**src/rtl/satd_pkg.sv**
```systemverilog
// ----------------------------------------------------------------------------
// satd_pkg
// shared types and constants for the speed averaging and turret drive block
// ----------------------------------------------------------------------------
package satd_pkg;

  localparam int unsigned SPEED_W    = 20;
  localparam int unsigned OFFSET_W   = 16;
  localparam int unsigned DRIVE_W    = 16;
  localparam int unsigned CFG_IDX_W  = 3;
  localparam int unsigned CFG_DATA_W = 16;
  localparam int          DRIVE_MAX  = 32767;

  // configuration register indexes
  typedef enum logic [CFG_IDX_W-1:0] {
    REG_TRACKING_ENABLE = 3'd0,
    REG_DRIVE_SCALE     = 3'd1,
    REG_DEAD_BAND       = 3'd2,
    REG_LOWER_CLAMP     = 3'd3,
    REG_UPPER_CLAMP     = 3'd4,
    REG_APPROACH_GAIN   = 3'd5,
    REG_DECAY_GAIN      = 3'd6
  } reg_idx_e;

  typedef struct packed {
    logic        tracking_enable;
    logic [15:0] drive_scale;
    logic [14:0] dead_band;
    logic [14:0] lower_clamp;
    logic [14:0] upper_clamp;
    logic [15:0] approach_gain;
    logic [15:0] decay_gain;
  } cfg_t;

  localparam cfg_t CFG_RESET = '{
    tracking_enable: 1'b1,
    drive_scale:     16'd4096,
    dead_band:       15'd328,
    lower_clamp:     15'd3277,
    upper_clamp:     15'd32767,
    approach_gain:   16'd32768,
    decay_gain:      16'd6554
  };

  typedef enum logic [2:0] {
    ST_IDLE,
    ST_SCALE,
    ST_SHAPE,
    ST_GAIN,
    ST_UPDATE,
    ST_FINISH
  } state_e;

  typedef struct packed {
    logic accept;
    logic mul_scale;
    logic shape;
    logic mul_gain;
    logic update;
    logic div_start;
    logic out_load;
  } ctrl_cmd_t;

  typedef struct packed {
    logic div_busy;
    logic out_free;
  } ctrl_status_t;

endpackage

```
**src/rtl/satd_hist.sv**
```systemverilog
// ----------------------------------------------------------------------------
// satd_hist
// sample ring buffer, registered read of the slot about to be overwritten
// ----------------------------------------------------------------------------
module satd_hist #(
  parameter int unsigned DEPTH  = 8,
  parameter int unsigned SLOT_W = 3
) (
  input  logic                                 clk_i,
  input  logic                                 rst_ni,
  input  logic                                 wr_en_i,
  input  logic        [SLOT_W-1:0]             slot_i,
  input  logic signed [satd_pkg::SPEED_W-1:0]  wr_data_i,
  output logic signed [satd_pkg::SPEED_W-1:0]  old_data_o
);
  import satd_pkg::*;

  logic signed [SPEED_W-1:0] mem_q [DEPTH];
  logic        [DEPTH-1:0]   valid_q;
  logic signed [SPEED_W-1:0] rd_data_q;
  logic                      rd_valid_q;

  always_ff @(posedge clk_i) begin
    if (wr_en_i) begin
      mem_q[slot_i] <= wr_data_i;
    end
    rd_data_q <= mem_q[slot_i];
  end

  // entries never written read as zero
  always_ff @(posedge clk_i or negedge rst_ni) begin
    if (!rst_ni) begin
      valid_q    <= '0;
      rd_valid_q <= 1'b0;
    end else begin
      if (wr_en_i) begin
        valid_q[slot_i] <= 1'b1;
      end
      rd_valid_q <= valid_q[slot_i];
    end
  end

  assign old_data_o = rd_valid_q ? rd_data_q : '0;

endmodule

```
**src/rtl/satd_div.sv**
```systemverilog
// ----------------------------------------------------------------------------
// satd_div
// floor division of a running sum by the buffer depth through a reciprocal multiply
// ----------------------------------------------------------------------------
module satd_div #(
  parameter int unsigned DEPTH = 8,
  parameter int unsigned SUM_W = 23
) (
  input  logic                                clk_i,
  input  logic                                rst_ni,
  input  logic                                start_i,
  input  logic signed [SUM_W-1:0]             sum_i,
  output logic                                busy_o,
  output logic signed [satd_pkg::SPEED_W-1:0] quot_o
);
  import satd_pkg::*;

  // ceil(2^SHIFT / DEPTH) gives the exact quotient for every numerator below 2^SUM_W
  localparam int unsigned SHIFT   = SUM_W + $clog2(DEPTH);
  localparam int unsigned RECIP_W = SUM_W + 1;
  localparam int unsigned PROD_W  = SHIFT + SPEED_W;
  localparam longint unsigned RECIP_FULL =
    ((64'd1 << SHIFT) + 64'(DEPTH) - 64'd1) / 64'(DEPTH);
  localparam logic [RECIP_W-1:0] RECIP = RECIP_W'(RECIP_FULL);
  localparam logic [SUM_W-1:0]   BIAS  = SUM_W'(DEPTH - 1);

  logic [1:0]         cnt_q, cnt_d;
  logic [SUM_W-1:0]   num_q;
  logic [PROD_W-1:0]  prod_q;
  logic [SPEED_W-1:0] quo_q;
  logic               neg_q;

  logic [SUM_W-1:0]   start_num;
  logic [SPEED_W-1:0] quo_mag;

  // floor for negative sums: -ceil(|s| / d) = -((|s| + d - 1) / d)
  assign start_num = sum_i[SUM_W-1] ? (~unsigned'(sum_i) + SUM_W'(1) + BIAS)
                                    : unsigned'(sum_i);

  always_comb begin
    cnt_d = cnt_q;
    if (start_i) begin
      cnt_d = 2'd2;
    end else if (cnt_q != '0) begin
      cnt_d = cnt_q - 2'd1;
    end
  end

  always_ff @(posedge clk_i or negedge rst_ni) begin
    if (!rst_ni) begin
      cnt_q <= '0;
    end else begin
      cnt_q <= cnt_d;
    end
  end

  // load, multiply, then put the sign back
  always_ff @(posedge clk_i) begin
    if (start_i) begin
      num_q <= start_num;
      neg_q <= sum_i[SUM_W-1];
    end
    if (cnt_q == 2'd2) begin
      prod_q <= PROD_W'(num_q) * PROD_W'(RECIP);
    end
    if (cnt_q == 2'd1) begin
      quo_q <= neg_q ? (~quo_mag + SPEED_W'(1)) : quo_mag;
    end
  end

  assign quo_mag = prod_q[SHIFT +: SPEED_W];
  assign busy_o  = (cnt_q != '0);
  assign quot_o  = signed'(quo_q);

endmodule

```
**src/rtl/satd_ctrl.sv**
```systemverilog
// ----------------------------------------------------------------------------
// satd_ctrl
// sequencer for one tick: accept, scale, shape, gain, update, deliver
// ----------------------------------------------------------------------------
module satd_ctrl (
  input  logic                   clk_i,
  input  logic                   rst_ni,
  input  logic                   in_valid_i,
  output logic                   in_stall_o,
  input  satd_pkg::ctrl_status_t status_i,
  output satd_pkg::ctrl_cmd_t    cmd_o
);
  import satd_pkg::*;

  state_e state_q, state_d;

  always_comb begin
    state_d = state_q;
    case (state_q)
      ST_IDLE: begin
        if (in_valid_i) begin
          state_d = ST_SCALE;
        end
      end
      ST_SCALE:  state_d = ST_SHAPE;
      ST_SHAPE:  state_d = ST_GAIN;
      ST_GAIN:   state_d = ST_UPDATE;
      ST_UPDATE: state_d = ST_FINISH;
      ST_FINISH: begin
        if (!status_i.div_busy && status_i.out_free) begin
          state_d = ST_IDLE;
        end
      end
      default: state_d = ST_IDLE;
    endcase
  end

  always_comb begin
    cmd_o      = '0;
    in_stall_o = 1'b1;
    case (state_q)
      ST_IDLE: begin
        in_stall_o   = 1'b0;
        cmd_o.accept = in_valid_i;
      end
      ST_SCALE: begin
        cmd_o.mul_scale = 1'b1;
        cmd_o.div_start = 1'b1;
      end
      ST_SHAPE:  cmd_o.shape    = 1'b1;
      ST_GAIN:   cmd_o.mul_gain = 1'b1;
      ST_UPDATE: cmd_o.update   = 1'b1;
      ST_FINISH: cmd_o.out_load = !status_i.div_busy && status_i.out_free;
      default: ;
    endcase
  end

  always_ff @(posedge clk_i or negedge rst_ni) begin
    if (!rst_ni) begin
      state_q <= ST_IDLE;
    end else begin
      state_q <= state_d;
    end
  end

`ifndef ASSERT_OFF
  a_accept_starts: assert property (@(posedge clk_i) disable iff (!rst_ni)
    cmd_o.accept |=> cmd_o.mul_scale && cmd_o.div_start)
    else $error("accepted transaction did not start the datapath");
  a_div_idle_at_start: assert property (@(posedge clk_i) disable iff (!rst_ni)
    cmd_o.div_start |-> !status_i.div_busy)
    else $error("divider restarted while busy");
  a_div_runs: assert property (@(posedge clk_i) disable iff (!rst_ni)
    cmd_o.div_start |=> status_i.div_busy)
    else $error("divider did not start");
  a_load_after_div: assert property (@(posedge clk_i) disable iff (!rst_ni)
    cmd_o.out_load |-> !status_i.div_busy)
    else $error("result loaded before averages were ready");
`endif

endmodule

```
**src/rtl/satd_datapath.sv**
```systemverilog
// ----------------------------------------------------------------------------
// satd_datapath
// ring buffers, running sums, dividers, shared multiplier and output register
// ----------------------------------------------------------------------------
module satd_datapath #(
  parameter int unsigned DEPTH = 8
) (
  input  logic                                 clk_i,
  input  logic                                 rst_ni,
  input  satd_pkg::cfg_t                       cfg_i,
  input  satd_pkg::ctrl_cmd_t                  cmd_i,
  output satd_pkg::ctrl_status_t               status_o,
  input  logic signed [satd_pkg::SPEED_W-1:0]  top_speed_i,
  input  logic signed [satd_pkg::SPEED_W-1:0]  bottom_speed_i,
  input  logic signed [satd_pkg::OFFSET_W-1:0] target_offset_i,
  input  logic                                 target_seen_i,
  input  logic                                 out_stall_i,
  output logic                                 out_valid_o,
  output logic signed [satd_pkg::SPEED_W-1:0]  top_average_o,
  output logic signed [satd_pkg::SPEED_W-1:0]  bottom_average_o,
  output logic signed [satd_pkg::DRIVE_W-1:0]  turret_drive_o
);
  import satd_pkg::*;

  localparam int unsigned SLOT_W = $clog2(DEPTH);
  localparam int unsigned SUM_W  = SPEED_W + $clog2(DEPTH);
  localparam logic [SLOT_W-1:0] LAST_SLOT = SLOT_W'(DEPTH - 1);
  localparam logic signed [19:0] SAT_HI = 20'(DRIVE_MAX);
  localparam logic signed [19:0] SAT_LO = -20'(DRIVE_MAX);

  // ring buffers and running sums
  logic [SLOT_W-1:0]         slot_q, slot_d;
  logic signed [SUM_W-1:0]   top_sum_q, bot_sum_q;
  logic signed [SPEED_W-1:0] top_old, bot_old;
  logic signed [SPEED_W-1:0] top_avg, bot_avg;
  logic                      top_busy, bot_busy;

  satd_hist #(.DEPTH(DEPTH), .SLOT_W(SLOT_W)) u_top_hist (
    .clk_i      (clk_i),
    .rst_ni     (rst_ni),
    .wr_en_i    (cmd_i.accept),
    .slot_i     (slot_q),
    .wr_data_i  (top_speed_i),
    .old_data_o (top_old)
  );

  satd_hist #(.DEPTH(DEPTH), .SLOT_W(SLOT_W)) u_bot_hist (
    .clk_i      (clk_i),
    .rst_ni     (rst_ni),
    .wr_en_i    (cmd_i.accept),
    .slot_i     (slot_q),
    .wr_data_i  (bottom_speed_i),
    .old_data_o (bot_old)
  );

  assign slot_d = (slot_q == LAST_SLOT) ? '0 : slot_q + SLOT_W'(1);

  always_ff @(posedge clk_i or negedge rst_ni) begin
    if (!rst_ni) begin
      slot_q    <= '0;
      top_sum_q <= '0;
      bot_sum_q <= '0;
    end else if (cmd_i.accept) begin
      slot_q    <= slot_d;
      top_sum_q <= top_sum_q + SUM_W'(top_speed_i) - SUM_W'(top_old);
      bot_sum_q <= bot_sum_q + SUM_W'(bottom_speed_i) - SUM_W'(bot_old);
    end
  end

  satd_div #(.DEPTH(DEPTH), .SUM_W(SUM_W)) u_top_div (
    .clk_i   (clk_i),
    .rst_ni  (rst_ni),
    .start_i (cmd_i.div_start),
    .sum_i   (top_sum_q),
    .busy_o  (top_busy),
    .quot_o  (top_avg)
  );

  satd_div #(.DEPTH(DEPTH), .SUM_W(SUM_W)) u_bot_div (
    .clk_i   (clk_i),
    .rst_ni  (rst_ni),
    .start_i (cmd_i.div_start),
    .sum_i   (bot_sum_q),
    .busy_o  (bot_busy),
    .quot_o  (bot_avg)
  );

  // target and drive path
  logic [OFFSET_W-1:0]       off_q;
  logic                      seen_q;
  logic signed [DRIVE_W-1:0] drv_q;
  logic signed [16:0]        diff_q;
  logic signed [33:0]        prod_q;

  logic [OFFSET_W-1:0] off_mag;
  logic [19:0]         shaped_in;
  logic [14:0]         tgt_mag;
  logic signed [16:0]  tgt;
  logic signed [16:0]  diff_d;
  logic signed [16:0]  mul_a, mul_b;
  logic signed [33:0]  prod_d;
  logic [33:0]         p_mag;
  logic [33:0]         p_rnd;
  logic signed [19:0]  step;
  logic signed [19:0]  base;
  logic signed [19:0]  drv_sum;
  logic signed [DRIVE_W-1:0] drv_d;

  always_ff @(posedge clk_i) begin
    if (cmd_i.accept) begin
      off_q  <= target_offset_i;
      seen_q <= target_seen_i;
    end
  end

  assign off_mag = off_q[OFFSET_W-1] ? (~off_q + OFFSET_W'(1)) : off_q;

  // scaled magnitude in Q1.15, then deadband and clamps in that order
  assign shaped_in = prod_q[31:12];

  always_comb begin
    if (shaped_in < 20'(cfg_i.dead_band)) begin
      tgt_mag = '0;
    end else if (shaped_in < 20'(cfg_i.lower_clamp)) begin
      tgt_mag = cfg_i.lower_clamp;
    end else if (shaped_in > 20'(cfg_i.upper_clamp)) begin
      tgt_mag = cfg_i.upper_clamp;
    end else begin
      tgt_mag = shaped_in[14:0];
    end
  end

  assign tgt    = off_q[OFFSET_W-1] ? -signed'({2'b00, tgt_mag}) : signed'({2'b00, tgt_mag});
  assign diff_d = tgt - 17'(drv_q);

  // one multiplier shared by the scale and gain steps
  always_comb begin
    if (cmd_i.mul_scale) begin
      mul_a = signed'({1'b0, off_mag});
      mul_b = signed'({1'b0, cfg_i.drive_scale});
    end else if (seen_q) begin
      mul_a = diff_q;
      mul_b = signed'({1'b0, cfg_i.approach_gain});
    end else begin
      mul_a = 17'(drv_q);
      mul_b = signed'({1'b0, cfg_i.decay_gain});
    end
  end

  assign prod_d = mul_a * mul_b;

  always_ff @(posedge clk_i) begin
    if (cmd_i.mul_scale || cmd_i.mul_gain) begin
      prod_q <= prod_d;
    end
    if (cmd_i.shape) begin
      diff_q <= diff_d;
    end
  end

  // divide by 2^16, round half away from zero, then saturate
  assign p_mag = prod_q[33] ? unsigned'(~prod_q + 34'sd1) : unsigned'(prod_q);
  assign p_rnd = p_mag + 34'd32768;
  assign step  = prod_q[33] ? -signed'({2'b00, p_rnd[33:16]}) : signed'({2'b00, p_rnd[33:16]});
  assign base  = seen_q ? 20'(drv_q) : '0;
  assign drv_sum = base + step;

  always_comb begin
    if (drv_sum > SAT_HI) begin
      drv_d = DRIVE_W'(SAT_HI);
    end else if (drv_sum < SAT_LO) begin
      drv_d = DRIVE_W'(SAT_LO);
    end else begin
      drv_d = drv_sum[DRIVE_W-1:0];
    end
  end

  always_ff @(posedge clk_i or negedge rst_ni) begin
    if (!rst_ni) begin
      drv_q <= '0;
    end else if (cmd_i.update && cfg_i.tracking_enable) begin
      drv_q <= drv_d;
    end
  end

  // output register
  logic out_valid_q, out_valid_d;

  assign status_o.div_busy = top_busy || bot_busy;
  assign status_o.out_free = !out_valid_q || !out_stall_i;

  always_comb begin
    out_valid_d = out_valid_q;
    if (cmd_i.out_load) begin
      out_valid_d = 1'b1;
    end else if (!out_stall_i) begin
      out_valid_d = 1'b0;
    end
  end

  always_ff @(posedge clk_i or negedge rst_ni) begin
    if (!rst_ni) begin
      out_valid_q <= 1'b0;
    end else begin
      out_valid_q <= out_valid_d;
    end
  end

  always_ff @(posedge clk_i) begin
    if (cmd_i.out_load) begin
      top_average_o    <= top_avg;
      bottom_average_o <= bot_avg;
      turret_drive_o   <= drv_q;
    end
  end

  assign out_valid_o = out_valid_q;

endmodule

```
**src/rtl/speed_average_and_turret_drive.sv**
```systemverilog
// ----------------------------------------------------------------------------
// speed_average_and_turret_drive: wheel speed boxcar averages and turret drive
// input transaction to result valid: scale, shape, gain, update, load
// flow: one tick in flight at a time; a held result can delay the next one
// reset: async active low, clears buffers, sums, slot, drive and loads register defaults
// ----------------------------------------------------------------------------
module speed_average_and_turret_drive #(
  parameter int unsigned AVERAGE_DEPTH = 8
) (
  input  logic                                   clk_i,
  input  logic                                   rst_ni,
  // input transactions
  input  logic                                   in_valid_i,
  output logic                                   in_stall_o,
  input  logic signed [satd_pkg::SPEED_W-1:0]    top_speed_i,
  input  logic signed [satd_pkg::SPEED_W-1:0]    bottom_speed_i,
  input  logic signed [satd_pkg::OFFSET_W-1:0]   target_offset_i,
  input  logic                                   target_seen_i,
  // result transactions
  output logic                                   out_valid_o,
  input  logic                                   out_stall_i,
  output logic signed [satd_pkg::SPEED_W-1:0]    top_average_o,
  output logic signed [satd_pkg::SPEED_W-1:0]    bottom_average_o,
  output logic signed [satd_pkg::DRIVE_W-1:0]    turret_drive_o,
  // register writes
  input  logic                                   cfg_valid_i,
  output logic                                   cfg_ready_o,
  input  logic        [satd_pkg::CFG_IDX_W-1:0]  cfg_index_i,
  input  logic        [satd_pkg::CFG_DATA_W-1:0] cfg_data_i
);
  import satd_pkg::*;

  cfg_t         cfg_q, cfg_d;
  ctrl_cmd_t    cmd;
  ctrl_status_t status;

  // register file, always ready; unknown indexes are dropped
  assign cfg_ready_o = 1'b1;

  always_comb begin
    cfg_d = cfg_q;
    if (cfg_valid_i) begin
      case (reg_idx_e'(cfg_index_i))
        REG_TRACKING_ENABLE: cfg_d.tracking_enable = cfg_data_i[0];
        REG_DRIVE_SCALE:     cfg_d.drive_scale     = cfg_data_i;
        REG_DEAD_BAND:       cfg_d.dead_band       = cfg_data_i[14:0];
        REG_LOWER_CLAMP:     cfg_d.lower_clamp     = cfg_data_i[14:0];
        REG_UPPER_CLAMP:     cfg_d.upper_clamp     = cfg_data_i[14:0];
        REG_APPROACH_GAIN:   cfg_d.approach_gain   = cfg_data_i;
        REG_DECAY_GAIN:      cfg_d.decay_gain      = cfg_data_i;
        default: ;
      endcase
    end
  end

  always_ff @(posedge clk_i or negedge rst_ni) begin
    if (!rst_ni) begin
      cfg_q <= CFG_RESET;
    end else begin
      cfg_q <= cfg_d;
    end
  end

  // sequencer: one transaction in flight at a time
  satd_ctrl u_ctrl (
    .clk_i      (clk_i),
    .rst_ni     (rst_ni),
    .in_valid_i (in_valid_i),
    .in_stall_o (in_stall_o),
    .status_i   (status),
    .cmd_o      (cmd)
  );

  // buffers, dividers, multiplier and the output register
  satd_datapath #(.DEPTH(AVERAGE_DEPTH)) u_datapath (
    .clk_i            (clk_i),
    .rst_ni           (rst_ni),
    .cfg_i            (cfg_q),
    .cmd_i            (cmd),
    .status_o         (status),
    .top_speed_i      (top_speed_i),
    .bottom_speed_i   (bottom_speed_i),
    .target_offset_i  (target_offset_i),
    .target_seen_i    (target_seen_i),
    .out_stall_i      (out_stall_i),
    .out_valid_o      (out_valid_o),
    .top_average_o    (top_average_o),
    .bottom_average_o (bottom_average_o),
    .turret_drive_o   (turret_drive_o)
  );

endmodule
```
**config.mk**
```make
export PLATFORM = sky130hd
export DESIGN_NAME = speed_average_and_turret_drive
export DESIGN_NICKNAME = d
export VERILOG_FILES = /design/src/rtl/satd_pkg.sv /design/src/rtl/satd_hist.sv /design/src/rtl/satd_div.sv /design/src/rtl/satd_ctrl.sv /design/src/rtl/satd_datapath.sv /design/src/rtl/speed_average_and_turret_drive.sv
export SDC_FILE = /design/constraint.sdc
export NUM_CORES = 2
export LEC_CHECK = 0
export ABC_AREA = 1
export BUFFER_PORTS_ARGS = -buffer_cell sky130_fd_sc_hd__buf_4
export CAP_MARGIN = 20
export CORE_MARGIN = 2
export CORE_UTILIZATION = 45
export DETAILED_ROUTE_END_ITERATION = 10
export GPL_TIMING_DRIVEN = 0
export PLACE_DENSITY = 0.72
export SLEW_MARGIN = 30
export SYNTH_ARGS = -nofsm -noshare
export SYNTH_HDL_FRONTEND = slang
export SYNTH_SLANG_ARGS = --single-unit
```
**constraint.sdc**
```tcl
create_clock -name clk_i -period 21.4 [get_ports clk_i]
set_clock_uncertainty 0.1 [all_clocks]
set_input_delay 3.21 -clock clk_i [delete_from_list [all_inputs] [get_ports clk_i]]
set_output_delay 3.21 -clock clk_i [all_outputs]
set_load 0.01 [all_outputs]
```
==> out/qor.yml <==
regToRegStartpoint: "u_ctrl.state_q[0]"
antenna_left: 0
r2r_setup_slack_ps: 12020
clkTransAtPathRegs_ps: 60
r2r_end: "u_datapath.prod_q[28]"
syn_inst: 4856
synthTopCellsByArea: "edfxtp_1 (35%), fa_1 (13%), dfrtp_1 (7.8%)"
grt_pass1_wl_um: 204000
vias: 35400
die_x_um: 332
detail_route.iter0.violations: 3638
synth_seq_cells: 791
cp_slowest_stage_delay_ps: 670
n_fill_cell: 9406
fp.dieH_um: 332
place_inst: 6433
hold_viol_final: 0
wire_per_inst_um: 19.9
multi_input_area_um2: 22100
ios: 140
endpoint_kind: "flip-flop"
worst_pin_slew_ps: 995
synthMostInstantiatedCell: "nand2_1"
worstPathRequired_ps: 21660
clock_sinks: 791
finalSetupViolations: 0
period_needed_ps: 9380
relSlewSlack_pct: 33.2
cts_buffers: 84
cts_buffer_depth: 3
drcViolationCount: 0
maxCapViolCount: 0
via_per_inst: 5.37
grt_pass1_vias: 35400
post_cts_buffers: 0
cts_tree: "built"
critPathMaxFanout: 10
cts.hold.buffers_added: 0
grt_max_degree: 83
synth_cell_types: 62
cp_common_cell: "fa_1"
synth_edf_count: 566
first_pass_iters: 6
holdCritPathClass: "reg2reg"
syn_area_um2: 48400
fin_setup_tns_ps: 0
dieArea_um2: 110000
hold_depth: 0
synth_flop_cell: "edfxtp_1"
yosysSeqAreaShare_pct: 46.4
diodes: 0
port_buffers: 138
fmax_ghz: 0.107
rsz0062_at_grt: "false"
track_usage_pct: 23.9
row_count: 120
place.gp.congestion: 0.983
ys_warn_count: 0
status: "finished, final reports clean"
core-area_um2: 107000
yosys.area.top_type: "edfxtp_1"
cp-endpoint: "u_datapath.prod_q[28]"
htreeDepth: 3
seqCellArea_um2: 22500
routed_wl_um: 131000
place_hpwl_um: 101000
synth-async-reset-ratio_pct: 23.4
synth_top_area_share_pct: 35.1
root_buffer: "clkbuf_16"
clk-insertion-delay-late_ps: 690
cp_slowest_cell: "a31oi_1"
crit_start: "u_ctrl.state_q[0]"
antenna_found_initial: 1
grt_overflow: 0
syn_to_final_growth_pct: 13.2
postSynthNetCount: 5492
start_util_pct: 45.3
reg2reg_depth: 29
instances_no_fill: 6591
arrival_ps: 9640
drv_slew: 0
criticalPathCategory: "reg2reg"
drive_above_1_share_pct: 8.81
cts_resized: 0
synthTopCellsByCount: "nand2_1 (908), inv_1 (899), edfxtp_1 (566), nor2_1 (330), fa_1 (325)"
period_share_pct: 43.8
hold_slack_ps: 296
nNetsFinal: 5752
synth_area_per_cell_um2: 9.97
start_kind: "flip-flop"
==> placed cells by master, fill, tap and decap left out, drive strengths merged, types with 33 or more instances in the layout <==
master	Yosys	final
nand3	124	124
xor2	152	152
inv	904	911
edfxtp	566	566
clkinv	6	41
nand4	69	69
clkbuf	119	226
a22o	34	34
nor3	44	44
buf	13	187
dfxtp	40	40
dfrtp	150	150
fa	325	325
o211ai	33	33
a21oi	167	167
dfstp	35	35
nor2	344	344
xnor2	67	67
a22oi	48	48
a221oi	34	34
ha	230	230
o21ai	287	287
nand2	941	941
==> area by class of cell <==
cell class                 instances  share of cell area, %
buffer                           132                  0.984
multi-input combinational       3023                   40.3
sequential                       791                   41.0
timing repair buffer             174                   3.11
clock inverter                    51                   1.08
tap                             1403                   3.20
clock buffer                     107                   4.09
inverter                         910                   6.24
==> through the flow <==
step           utilization [%]  worst slack (ps)  instance area (um2)
2_1_floorplan                -             13530                48400
3_3_place_gp              47.9             11010                51200
3_5_place_dp              48.6             12230                51900
4_1_cts                   51.2             12120                54800
5_1_grt                   51.2             11600                54800
6_report                  51.2             12020                54800
==> logic make-up (layout without fill, tap and decap cells) <==
kind of cell	Yosys count	count (layout)	share of synthesized area, %
adders and majority gates	555	555	19.4
DFF	791	791	46.4
and+or+nand+nor	1569	1569	13.6
buffers and inverters	1042	1374	8.17
AOI/OAI and AO/OA	679	679	8.42
other	1	1	0.00775
xor gates and xnor gates	219	219	3.96
==> how the worst min path moves through the flow <==
stage                                              start                               to
after CTS                  u_datapath.u_top_div.num_q[4]  u_datapath.u_top_div.prod_q[27]
after global placement     u_datapath.u_bot_div.num_q[9]  u_datapath.u_bot_div.prod_q[32]
after detailed placement  u_datapath.u_top_div.quot_o[1]      u_datapath.top_average_o[1]
final                      u_datapath.u_top_div.num_q[4]  u_datapath.u_top_div.prod_q[27]
after floorplan           u_datapath.u_bot_div.quot_o[0]   u_datapath.bottom_average_o[0]
after global routing       u_datapath.u_top_div.num_q[6]  u_datapath.u_top_div.prod_q[29]
==> routing by layer <==
metal | share of wire (%) | global-route usage (%) | vias to the layer above | wire length, um
met3 | 8.6 | 4.28 | 307 | 11400
met1 | 40 | 31.5 | 17300 | 52800
li1 | - | - | 16300 | -
met5 | 0 | 0 | - | 0
met2 | 47 | 39.1 | 1558 | 61400
met4 | 4.5 | 9.85 | 0 | 5920
==> critical path, delay by kind of cell (launching register included) <==
| kind | cells | cell delay, ps |
|---|---|---|
| xor gates and xnor gates | 1 | 100 |
| adders and majority gates | 7 | 3430 |
| and+or+nand+nor | 3 | 350 |
| buffers and inverters | 7 | 1730 |
| AOI/OAI and AO/OA | 11 | 2890 |
| DFF | 1 | 420 |
==> sequential cells by signal (all words and copies together), names as in the netlist, 17 cells and up <==
signal and cells:
cfg_q 94, u_datapath.bot_sum_q 23, u_datapath.bottom_average_o 20, u_datapath.diff_q 17
u_datapath.prod_q 34, u_datapath.top_average_o 20, u_datapath.top_sum_q 23, u_datapath.u_bot_div.num_q 20
u_datapath.u_bot_div.prod_q 20, u_datapath.u_bot_div.quot_o 20, u_datapath.u_bot_hist.mem_q 160, u_datapath.u_bot_hist.rd_data_q 20
u_datapath.u_top_div.num_q 20, u_datapath.u_top_div.prod_q 20, u_datapath.u_top_div.quot_o 20, u_datapath.u_top_hist.mem_q 160
u_datapath.u_top_hist.rd_data_q 20
Power is not shown: default switching activity piles up to over one toggle a cycle in this logic, so the estimate is an artifact.
